File: src/rtl/nlbs_pkg.sv
// ----------------------------------------------------------------------------
// nlbs_pkg: shared types and constants for the nearest light box selector
// Table size, result count, field widths, opcodes and facing codes.
// ----------------------------------------------------------------------------
package nlbs_pkg;

    localparam int MaxLights = 64;
    localparam int Keep      = 8;
    localparam int IdxW      = $clog2(MaxLights);
    localparam int TotW      = $clog2(MaxLights + 1);
    localparam int SlotW     = $clog2(Keep);
    localparam int BestW     = $clog2(Keep + 1);
    localparam int CoordW    = 24;
    localparam int RadW      = 20;
    localparam int DistW     = 50;

    localparam logic [1:0] OP_CLEAR = 2'd0;
    localparam logic [1:0] OP_ADD   = 2'd1;
    localparam logic [1:0] OP_QUERY = 2'd2;

    localparam logic [2:0] FAC_NEG_X = 3'd1;
    localparam logic [2:0] FAC_POS_X = 3'd2;
    localparam logic [2:0] FAC_NEG_Y = 3'd3;
    localparam logic [2:0] FAC_POS_Y = 3'd4;
    localparam logic [2:0] FAC_NEG_Z = 3'd5;
    localparam logic [2:0] FAC_POS_Z = 3'd6;

    typedef logic signed [CoordW-1:0] t_coord;

    // One stored light as read from the table.
    typedef struct packed {
        t_coord             px;
        t_coord             py;
        t_coord             pz;
        logic [RadW-1:0]    reach;
        logic [2:0]         facing;
    } t_light;

    // Candidate handed from the test unit to the sorter.
    typedef struct packed {
        logic               valid;
        logic [DistW-1:0]   sq_dist;
        logic [IdxW-1:0]    index;
    } t_cand;

endpackage

File: src/rtl/nlbs_sort.sv
// ----------------------------------------------------------------------------
// nlbs_sort: nearest-first result list
// Inserts one candidate per beat into a short sorted list; ties stay in order.
// ----------------------------------------------------------------------------
module nlbs_sort (
    input  logic                          i_clk,
    input  logic                          i_rst_n,
    input  logic                          i_clear,
    input  nlbs_pkg::t_cand               i_cand,
    input  logic [nlbs_pkg::SlotW-1:0]    i_rd_slot,
    output logic [nlbs_pkg::IdxW-1:0]     o_rd_index,
    output logic                          o_rd_hit
);

    logic [nlbs_pkg::DistW-1:0]   r_dist [nlbs_pkg::Keep];
    logic [nlbs_pkg::IdxW-1:0]    r_idx  [nlbs_pkg::Keep];
    logic [nlbs_pkg::BestW-1:0]   r_total;
    logic [nlbs_pkg::Keep-1:0]    w_gt;

    // entries farther than the candidate, or unused ones, move down
    always_comb begin
        for (int k = 0; k < nlbs_pkg::Keep; k++) begin
            w_gt[k] = (nlbs_pkg::BestW'(k) >= r_total) || (r_dist[k] > i_cand.sq_dist);
        end
    end

    always_ff @(posedge i_clk) begin
        if (!i_rst_n || i_clear) begin
            r_total <= '0;
        end else if (i_cand.valid) begin
            if (r_total != nlbs_pkg::BestW'(nlbs_pkg::Keep)) begin
                r_total <= r_total + 1'b1;
            end
        end
    end

    // shift and insert
    always_ff @(posedge i_clk) begin
        if (i_cand.valid) begin
            for (int k = 0; k < nlbs_pkg::Keep; k++) begin
                if (w_gt[k]) begin
                    if (k == 0 || !w_gt[(k == 0) ? 0 : k - 1]) begin
                        r_dist[k] <= i_cand.sq_dist;
                        r_idx[k]  <= i_cand.index;
                    end else begin
                        r_dist[k] <= r_dist[(k == 0) ? 0 : k - 1];
                        r_idx[k]  <= r_idx[(k == 0) ? 0 : k - 1];
                    end
                end
            end
        end
    end

    assign o_rd_hit   = nlbs_pkg::BestW'(i_rd_slot) < r_total;
    assign o_rd_index = o_rd_hit ? r_idx[i_rd_slot] : '0;

endmodule
File: config.mk
export PLATFORM = sky130hd
export DESIGN_NAME = nlbs_sort
export DESIGN_NICKNAME = d
export VERILOG_FILES = /design/src/rtl/nlbs_pkg.sv /design/src/rtl/nlbs_sort.sv
export SDC_FILE = /design/constraint.sdc
export NUM_CORES = 1
export LEC_CHECK = 0
export BUFFER_PORTS_ARGS = -buffer_cell sky130_fd_sc_hd__buf_4
export CAP_MARGIN = 10
export CELL_PAD_IN_SITES_DETAIL_PLACEMENT = 0
export CELL_PAD_IN_SITES_GLOBAL_PLACEMENT = 1
export CORE_ASPECT_RATIO = 1.5
export CORE_MARGIN = 10
export CORE_UTILIZATION = 45
export CTS_CLUSTER_DIAMETER = 50
export DETAILED_ROUTE_END_ITERATION = 12
export GPL_ROUTABILITY_DRIVEN = 0
export PLACE_DENSITY_LB_ADDON = 0.1
export SYNTH_ARGS = -nofsm -noshare
export SYNTH_HDL_FRONTEND = slang
export SYNTH_SLANG_ARGS = --single-unit
File: constraint.sdc
create_clock -name i_clk -period 8.7 [get_ports i_clk]
set_clock_uncertainty 0.15 [all_clocks]
set_input_delay 1.305 -clock i_clk [delete_from_list [all_inputs] [get_ports i_clk]]
set_output_delay 1.305 -clock i_clk [all_outputs]
set_load 0.02 [all_outputs]
* Word-level counts from Yosys, hierarchy flattened
Memory sizes are Yosys's and may differ from the RTL's.
Cells that the tools add are included.
** Cells by class
- Eq/ne operators :: 1
- Magnitude comparators :: 17
- Bitwise gates (word level) :: 14
- Multiplexer cells :: 73
- Add/sub/neg operators :: 1
- Reduce and logical (&&, ||, !) cells :: 11
** Operator list (count)
- 50-bit greater-than comparator :: 8
- 50-bit two-way mux :: 7
- 1-bit two-way mux :: 58
- 6-bit two-way mux :: 8
- 3-bit by 4-bit greater-or-equal comparator with 1-bit output, first input constant :: 4
- 1-bit OR :: 14
- 1-bit logical OR :: 9
- 1-bit by 4-bit greater-or-equal comparator with 1-bit output, first input constant :: 2
- 2-bit by 4-bit greater-or-equal comparator with 1-bit output, first input constant :: 2
- 4-bit by 1-bit adder with 4-bit output, second input constant :: 1
- 3-bit by 4-bit less-than comparator with 1-bit output :: 1
- 4-bit != test, second input constant :: 1
- 2-bit AND reduction :: 1
- 1-bit zero test :: 1
** Storage, ports and cells
- Register bits :: 4
- RAM bits :: 448
- Memories :: 2
- Output and inout bits :: 7
- Word-level logic and storage cells :: 120
** Memories
- r_dist :: words 8, bits a word 50, rd ports 8, clocked after Yosys merged registers in 0, wr ports 8, line nlbs_sort.sv:15 : logic [nlbs_pkg::DistW-1:0] r_dist [nlbs_pkg::Keep];
- r_idx :: words 8, bits a word 6, rd ports 8, clocked after Yosys merged registers in 0, wr ports 8, line nlbs_sort.sv:16 : logic [nlbs_pkg::IdxW-1:0] r_idx [nlbs_pkg::Keep];

* Depth between registers and ports, before layout
Gate-level depths: netlist (run 1).
- Depth in word-level cells :: 7
- Gate-level depth with buffers :: 12
- Gate-level depth less buffers :: 10

* Least setup slack after synthesis (run 1)
OpenSTA, ideal clock, no wires.
- Path type :: input-to-reg
- From :: input port i_cand[46] (netlist bit)
- To :: memory r_dist[0][164] (netlist bit) (data pin)
- Buffers on the path :: 2
- Setup slack :: 1638 ps
- Setup time :: 262 ps
- Data arrival time :: 6650 ps
- Cell stages on the path :: 11
- Cell sequence :: inv_1 ha_1 nand4_1 nor3_1 o31a_1 o21ai_0 a31oi_1 nand2_1 buf_6 buf_6 mux2_1
** RTL lines
- start, declared :: line nlbs_sort.sv:9 : input nlbs_pkg::t_cand i_cand,
- end, declared :: line nlbs_sort.sv:15

==> results of run 1 <==
cells in the final DEF (no fill, tap or decap), drive strengths merged, types with 13 or more instances in the layout:
cell type / instances
edfxtp: 448
ha: 405
mux2: 392
a21oi: 151
nand4: 85
nand2: 83
buf: 81
inv: 79
clkbuf: 66
o21ai: 62
nor2: 46
a21o: 41
nand3: 38
nor4: 20
nor2b: 17
a211oi: 16
nand2b: 13
and4: 13
clkinv: 13
cell type report:
cell class	instances	area (sq um)	share of cell area, %
clock inverters	25	199	0.644
repair buffers	81	606	1.96
multi-input cells	1484	13900	45.0
well taps	798	998	3.23
clock buffers	66	1380	4.45
flip-flops and latches	452	13500	43.8
inverters	74	278	0.900
per-layer routing:
metal / GRT usage [%] / vias to the layer above / share of wire, %
li1: - / 8335 / -
met1: 25.3 / 8968 / 39
met2: 41.4 / 390 / 52
met3: 3.32 / 170 / 3.8
met4: 10.3 / 4 / 4.7
met5: 0 / - / 0.033
worst min path at each step:
stage,from,to,slack (ns),cells after the start
after detailed placement,r_total[1]$_SDFFE_PP0P_,r_total[1]$_SDFFE_PP0P_,0.37,2
final,r_total[1]$_SDFFE_PP0P_,r_total[1]$_SDFFE_PP0P_,0.40,2
after global placement,r_total[1]$_SDFFE_PP0P_,r_total[1]$_SDFFE_PP0P_,0.37,2
after global routing,r_idx[2][0]$_DFFE_PP_,r_idx[3][0]$_DFFE_PP_,0.42,1
after floorplan,r_total[1]$_SDFFE_PP0P_,r_total[1]$_SDFFE_PP0P_,0.34,2
after CTS,r_total[1]$_SDFFE_PP0P_,r_total[1]$_SDFFE_PP0P_,0.38,2
where the power goes:
part | leakage, nW | switching [mW] | internal (mW)
clock network | 0.750 | 0.933 | 1.18
registers | 4.41 | 0.100 | 2.61
logic | 7.04 | 0.536 | 0.397
stage by stage:
| stage | cell area (sq um) | hold WS (ns) | utilization [%] | total power, mW | cells |
|---|---|---|---|---|---|
| global placement | 29300 | 0.371 | 47.3 | 3.66 | 2888 |
| CTS | 30900 | 0.382 | 49.9 | 5.80 | 2980 |
| finish | 30900 | 0.400 | 49.9 | 5.75 | 2980 |
| detailed placement | 29300 | 0.374 | 47.3 | 3.68 | 2889 |
| global route | 30900 | 0.422 | 49.9 | 5.98 | 2980 |
| floorplan | 28000 | 0.343 | - | 3.33 | 2058 |
sequential cells by signal (all words and copies together) (netlist names):
| name | count |
|---|---|
| r_dist | 400 |
| r_idx | 48 |
| r_total | 4 |
cell families (layout without fill, tap and decap cells):
kind of cell             after synthesis  in the layout  synth area share (%)
flip-flops                           452            452                  48.3
multiplexers                         411            411                  17.5
adder cells (fa/ha/maj)              405            405                  18.1
AND/OR/NAND/NOR                      340            340                  6.37
AO/OA/AOI/OAI                        325            325                  7.14
buffers and inverters                122            246                  2.46
XOR/XNOR                               3              3                0.0938
worst register-to-register path, stage by stage, from the launching register on:
cell	delay, ns
edfxtp_1	0.41
ha_1	0.33
a21oi_1	0.13
o21ai_0	0.17
a2111oi_0	1.15
o22ai_1	0.20
nor3b_1	0.39
a21oi_4	0.11
buf_4	0.51
o21ai_4	0.20
buf_4	0.64
mux2_2	0.43
==> flow_summary.json, run 1 <==
{
  "layout-drive-gt1-share_pct": 22.5,
  "synthFlopType": "edfxtp_1",
  "cts_tree": "yes",
  "cp.depth": 13,
  "cts_hold_buf": 0,
  "post-route-drc-count": 0,
  "antenna_found_initial": 2,
  "ys_warn_count": 0,
  "clockBufferDepth": 3,
  "final-hold-violation-count": 0,
  "cpMaxStageDelayCell": "a2111oi_0",
  "drv_cap": 0,
  "p_per_area_nw_per_um2": 186,
  "slew_headroom_pct": 12.3,
  "fmax_mhz": 173,
  "cp_top_family": "compound AO/OA/AOI/OAI gates",
  "wl_per_cell_microns": 28.3,
  "timing.rr.start": "r_dist[0][55]$_DFFE_PP_",
  "crit_path_start_kind": "input pin",
  "drt-pass1-iter-count": 5,
  "antenna_left": 0,
  "grt_max_degree": 58,
  "path_buf_inv": 4,
  "endpoint_kind": "register",
  "vias": 17900,
  "die_area_sq_um": 72800,
  "grtUsageTotal_pct": 22.6,
  "outcome": "finished clean",
  "netlist_top_cells_count": "448 x edfxtp_1, 405 x ha_1, 272 x mux2_2",
  "initial_core_util_pct": 45.2,
  "synth.avg_cell_area_sq_um": 13.6,
  "path_class": "input pin to register",
  "cts_resized": 0,
  "htreeDepth": 2,
  "synth_seq_area_share_pct": 48.3,
  "wirelength_mm": 84.3,
  "io_buffers": 69,
  "power_leakage_nw": 12.2,
  "grt_pass1_vias": 19200,
  "first_iter_violations": 986,
  "cp.arrival_ns": 5.97,
  "netlist_top_cells_area": "edfxtp_1 48%, ha_1 18%, mux2_2 11%",
  "post-route-period-util_pct": 66.3,
  "fin_setup_tns_ns": 0,
  "reg2reg_to": "r_idx[1][5]$_DFFE_PP_",
  "yosysMostFrequentCell": "edfxtp_1",
  "core-area_sq_um": 61900,
  "path_cells": "buf_4 -> inv_1 -> ha_1 -> a21oi_1 -> o21ai_0 -> a2111oi_0 -> o22ai_1 -> nor3b_1 -> a21oi_4 -> buf_4 -> o21ai_4 -> buf_4 -> mux2_2",
  "max_stage_delay_ns": 1.14,
  "dpl.hpwl_mm": 58.5,
  "hold_path.class": "register to register",
  "final_nets": 2613,
  "cts_made_buffers": 52,
  "critical_path.most_common_cell": "buf_4",
  "setup_viol": 0,
  "synthToLayoutAreaGrowth_pct": 10.3,
  "clkSlewWorstSetupHoldPaths_ns": 0.06,
  "finalCriticalPeriod_ns": 5.76,
  "cp-startpoint": "i_cand[9]",
  "synth_cell_types": 61,
  "crit_end": "r_idx[1][5]$_DFFE_PP_",
  "ir_drop_v": 0.000146,
  "ff2ff_setup_slack_ns": 3.62,
  "ys_seq_elements": 452,
  "rsz0062_at_grt": "no",
  "rows": 112,
  "netlist_area_sq_um": 28000,
  "clk_latency_ns": 0.61,
  "rr_worst_depth": 11,
  "num_io_pins": 70,
  "async_reset_ff_share_pct": 0,
  "post_cts_buffers": 0,
  "path_max_fanout": 57,
  "cts_sinks": 452,
  "synth_edf_count": 448,
  "die_y_microns": 326,
  "n_antenna_cell": 0,
  "synth_nets": 2526,
  "synth_top_area_share_pct": 48.0,
  "n_fill_cell": 5477,
  "root_buffer": "clkbuf_16",
  "viasPerCell": 6.00,
  "pre_cts_slack_ns": 2.41,
  "critPathRequiredTime_ns": 8.90,
  "synth_top_area_cell": "edfxtp_1",
  "grt_overflow": 0,
  "die_w_microns": 224,
  "grt_pass1_wl_mm": 124,
  "fin_ws_ns": 2.94,
  "maxSlewViolCount": 0,
  "synthCells": 2058,
  "tightest_slew_ns": 1.28
}
Power figures use the tool's default switching activity.
==> run 2: changes to the inputs <==
Clock period 8.7 ns to 5.2 ns, I/O delays scaled along.
==> run 2 against run 1 <==
Routed wire length fell by 2.5%. Critical path depth down 1. Combinational power grew 70%. Global-route usage is 0.38 points lower. Clock power up 87%. Clock-buffer cell count down 1. Register-to-register slack worse by 2.4 ns. Die area unchanged. Flip-flop and latch count stayed put. Hold slack worse by 0.15 ns. Utilization up 1.4 points. Non-clock buffer count increased by 45. Critical endpoint is now r_dist[1][139]$_DFFE_PP_.
==> flow_summary.json, run 2 (same netlist as run 1, synthesis figures left out) <==
{
  "holdWs_ns": 0.250,
  "crit_path_start_kind": "input pin",
  "path_class": "input pin to register",
  "outcome": "finished clean",
  "finalCriticalPeriod_ns": 4.03,
  "cts_tree": "yes",
  "largest_reg_flops": 400,
  "final-hold-violation-count": 0,
  "die_w_microns": 224,
  "num_io_pins": 70,
  "drv_cap": 0,
  "wirelength_mm": 82.2,
  "post-route-period-util_pct": 77.5,
  "power_leakage_nw": 12.7,
  "hold_path.class": "input pin to register",
  "fin_setup_tns_ns": 0,
  "ir_drop_v": 0.000329,
  "dpl.hpwl_mm": 61.0,
  "wl_per_cell_microns": 27.2,
  "drt-pass1-iter-count": 7,
  "clkSlewWorstSetupHoldPaths_ns": 0.06,
  "clockBufferDepth": 3,
  "cts_made_buffers": 51,
  "final_common_cell": "edfxtp_1",
  "cp_top_family": "simple AND/OR/NAND/NOR gates",
  "dpl-instance-area_sq_um": 29900,
  "initial_core_util_pct": 45.2,
  "post-route-cell-area_sq_um": 31700,
  "viasPerCell": 5.96,
  "cts_sinks": 452,
  "post-route-drc-count": 0,
  "path_buf_inv": 3,
  "htreeDepth": 2,
  "final_nets": 2657,
  "cpMaxStageDelayCell": "o21ai_0",
  "grt_overflow": 0,
  "rows": 112,
  "fin_cells": 3026,
  "fmax_mhz": 248,
  "path_cells": "buf_4 -> inv_1 -> ha_1 -> nand4_1 -> nor4_1 -> nor3b_1 -> nand2_1 -> mux2i_1 -> o21ai_0 -> nand2_4 -> buf_12 -> mux2_2",
  "grt_max_degree": 57,
  "cts_resized": 0,
  "cts_hold_buf": 0,
  "antenna_left": 0,
  "cp.arrival_ns": 4.24,
  "n_antenna_cell": 0,
  "core-area_sq_um": 61900,
  "grt_pass1_wl_mm": 123,
  "grtUsageTotal_pct": 22.2,
  "maxSlewViolCount": 0,
  "critPathRequiredTime_ns": 5.41,
  "die_area_sq_um": 72800,
  "top_regs": "r_dist (400), r_idx (48), r_total (4)",
  "post_cts_buffers": 0,
  "first_iter_violations": 1103,
  "antenna_found_initial": 1,
  "slew_headroom_pct": 33.9,
  "io_buffers": 69,
  "synthToLayoutAreaGrowth_pct": 13.3,
  "p_per_area_nw_per_um2": 317,
  "tightest_slew_ns": 0.992,
  "top_register": "r_dist",
  "grt_pass1_vias": 19200,
  "place_inst": 2934,
  "die_y_microns": 326,
  "root_buffer": "clkbuf_16",
  "final_cell_mix": "448 x edfxtp_1, 405 x ha_1, 272 x mux2_2",
  "setup_viol": 0,
  "path_max_fanout": 24,
  "clk_latency_ns": 0.62,
  "layout-drive-gt1-share_pct": 24.5,
  "n_fill_cell": 5298,
  "rsz0062_at_grt": "no",
  "vias": 18000,
  "max_stage_delay_ns": 0.48,
  "endpoint_kind": "register"
}
## run 2: changes by cell type in the layout (fill, tap and decap cells not counted), sizes merged
| cell | before | now |
|---|---|---|
| buf | 81 | 126 |
| bufinv | 2 | 10 |
| clkinv | 13 | 10 |
| clkinvlp | 5 | 2 |
| clkbuf | 66 | 65 |
## run 2: area by class of cell
class	instances	area (sq um)	area share, %
clock inverters	27	418	1.32
well taps	798	998	3.15
clock buffers	65	1370	4.32
repair buffers	126	1250	3.93
inverters	74	278	0.875
multi-input cells	1484	13900	43.8
flip-flops and latches	452	13500	42.6
## run 2: per-stage QoR
step | setup WS (ns) | power, mW | util, %
6_report | 1.17 | 10.1 | 51.2
5_1_grt | 0.964 | 10.5 | 51.2
4_1_cts | 1.15 | 10.2 | 51.2
3_5_place_dp | 0.510 | 6.19 | 48.3
3_3_place_gp | 0.533 | 6.15 | 48.3
2_1_floorplan | 0.123 | 5.57 | -
## run 2: final timing paths
| check | startpoint | end | slack [ns] | cells past startpoint |
|---|---|---|---|---|
| worst min register to register | r_total[1]$_SDFFE_PP0P_ | r_total[1]$_SDFFE_PP0P_ | 0.39 | 2 |
| worst min-delay path | i_cand[1] | r_idx[0][1]$_DFFE_PP_ | 0.25 | 1 |
| worst max-delay path | i_cand[55] | r_dist[1][139]$_DFFE_PP_ | 1.17 | 12 |
| worst max register to register | r_dist[1][99]$_DFFE_PP_ | r_dist[1][139]$_DFFE_PP_ | 1.24 | 10 |
## run 2: metal layers
layer | GRT usage [%] | vias up | wire length (microns)
met4 | 8.33 | 2 | 3090
met5 | 0 | - | 13
met3 | 2.57 | 119 | 2300
met1 | 25.3 | 9187 | 32500
li1 | - | 8433 | -
met2 | 41.5 | 298 | 44300
## run 2: power breakdown
group          switching [mW]  internal [mW]  total, mW
Combinational           0.884          0.707       1.59
Clock                    1.57           2.37       3.95
Sequential              0.167           4.35       4.52
Total                    2.63           7.43       10.1
## run 2: worst reg2reg max path, stage by stage, from the launching register on
cell	delay (ns)
edfxtp_1	0.44
ha_1	0.34
nand4_1	0.21
nor4_1	0.41
nor3b_1	0.47
nand2_1	0.12
mux2i_1	0.14
o21ai_0	0.48
nand2_4	0.34
buf_12	0.30
mux2_2	0.30
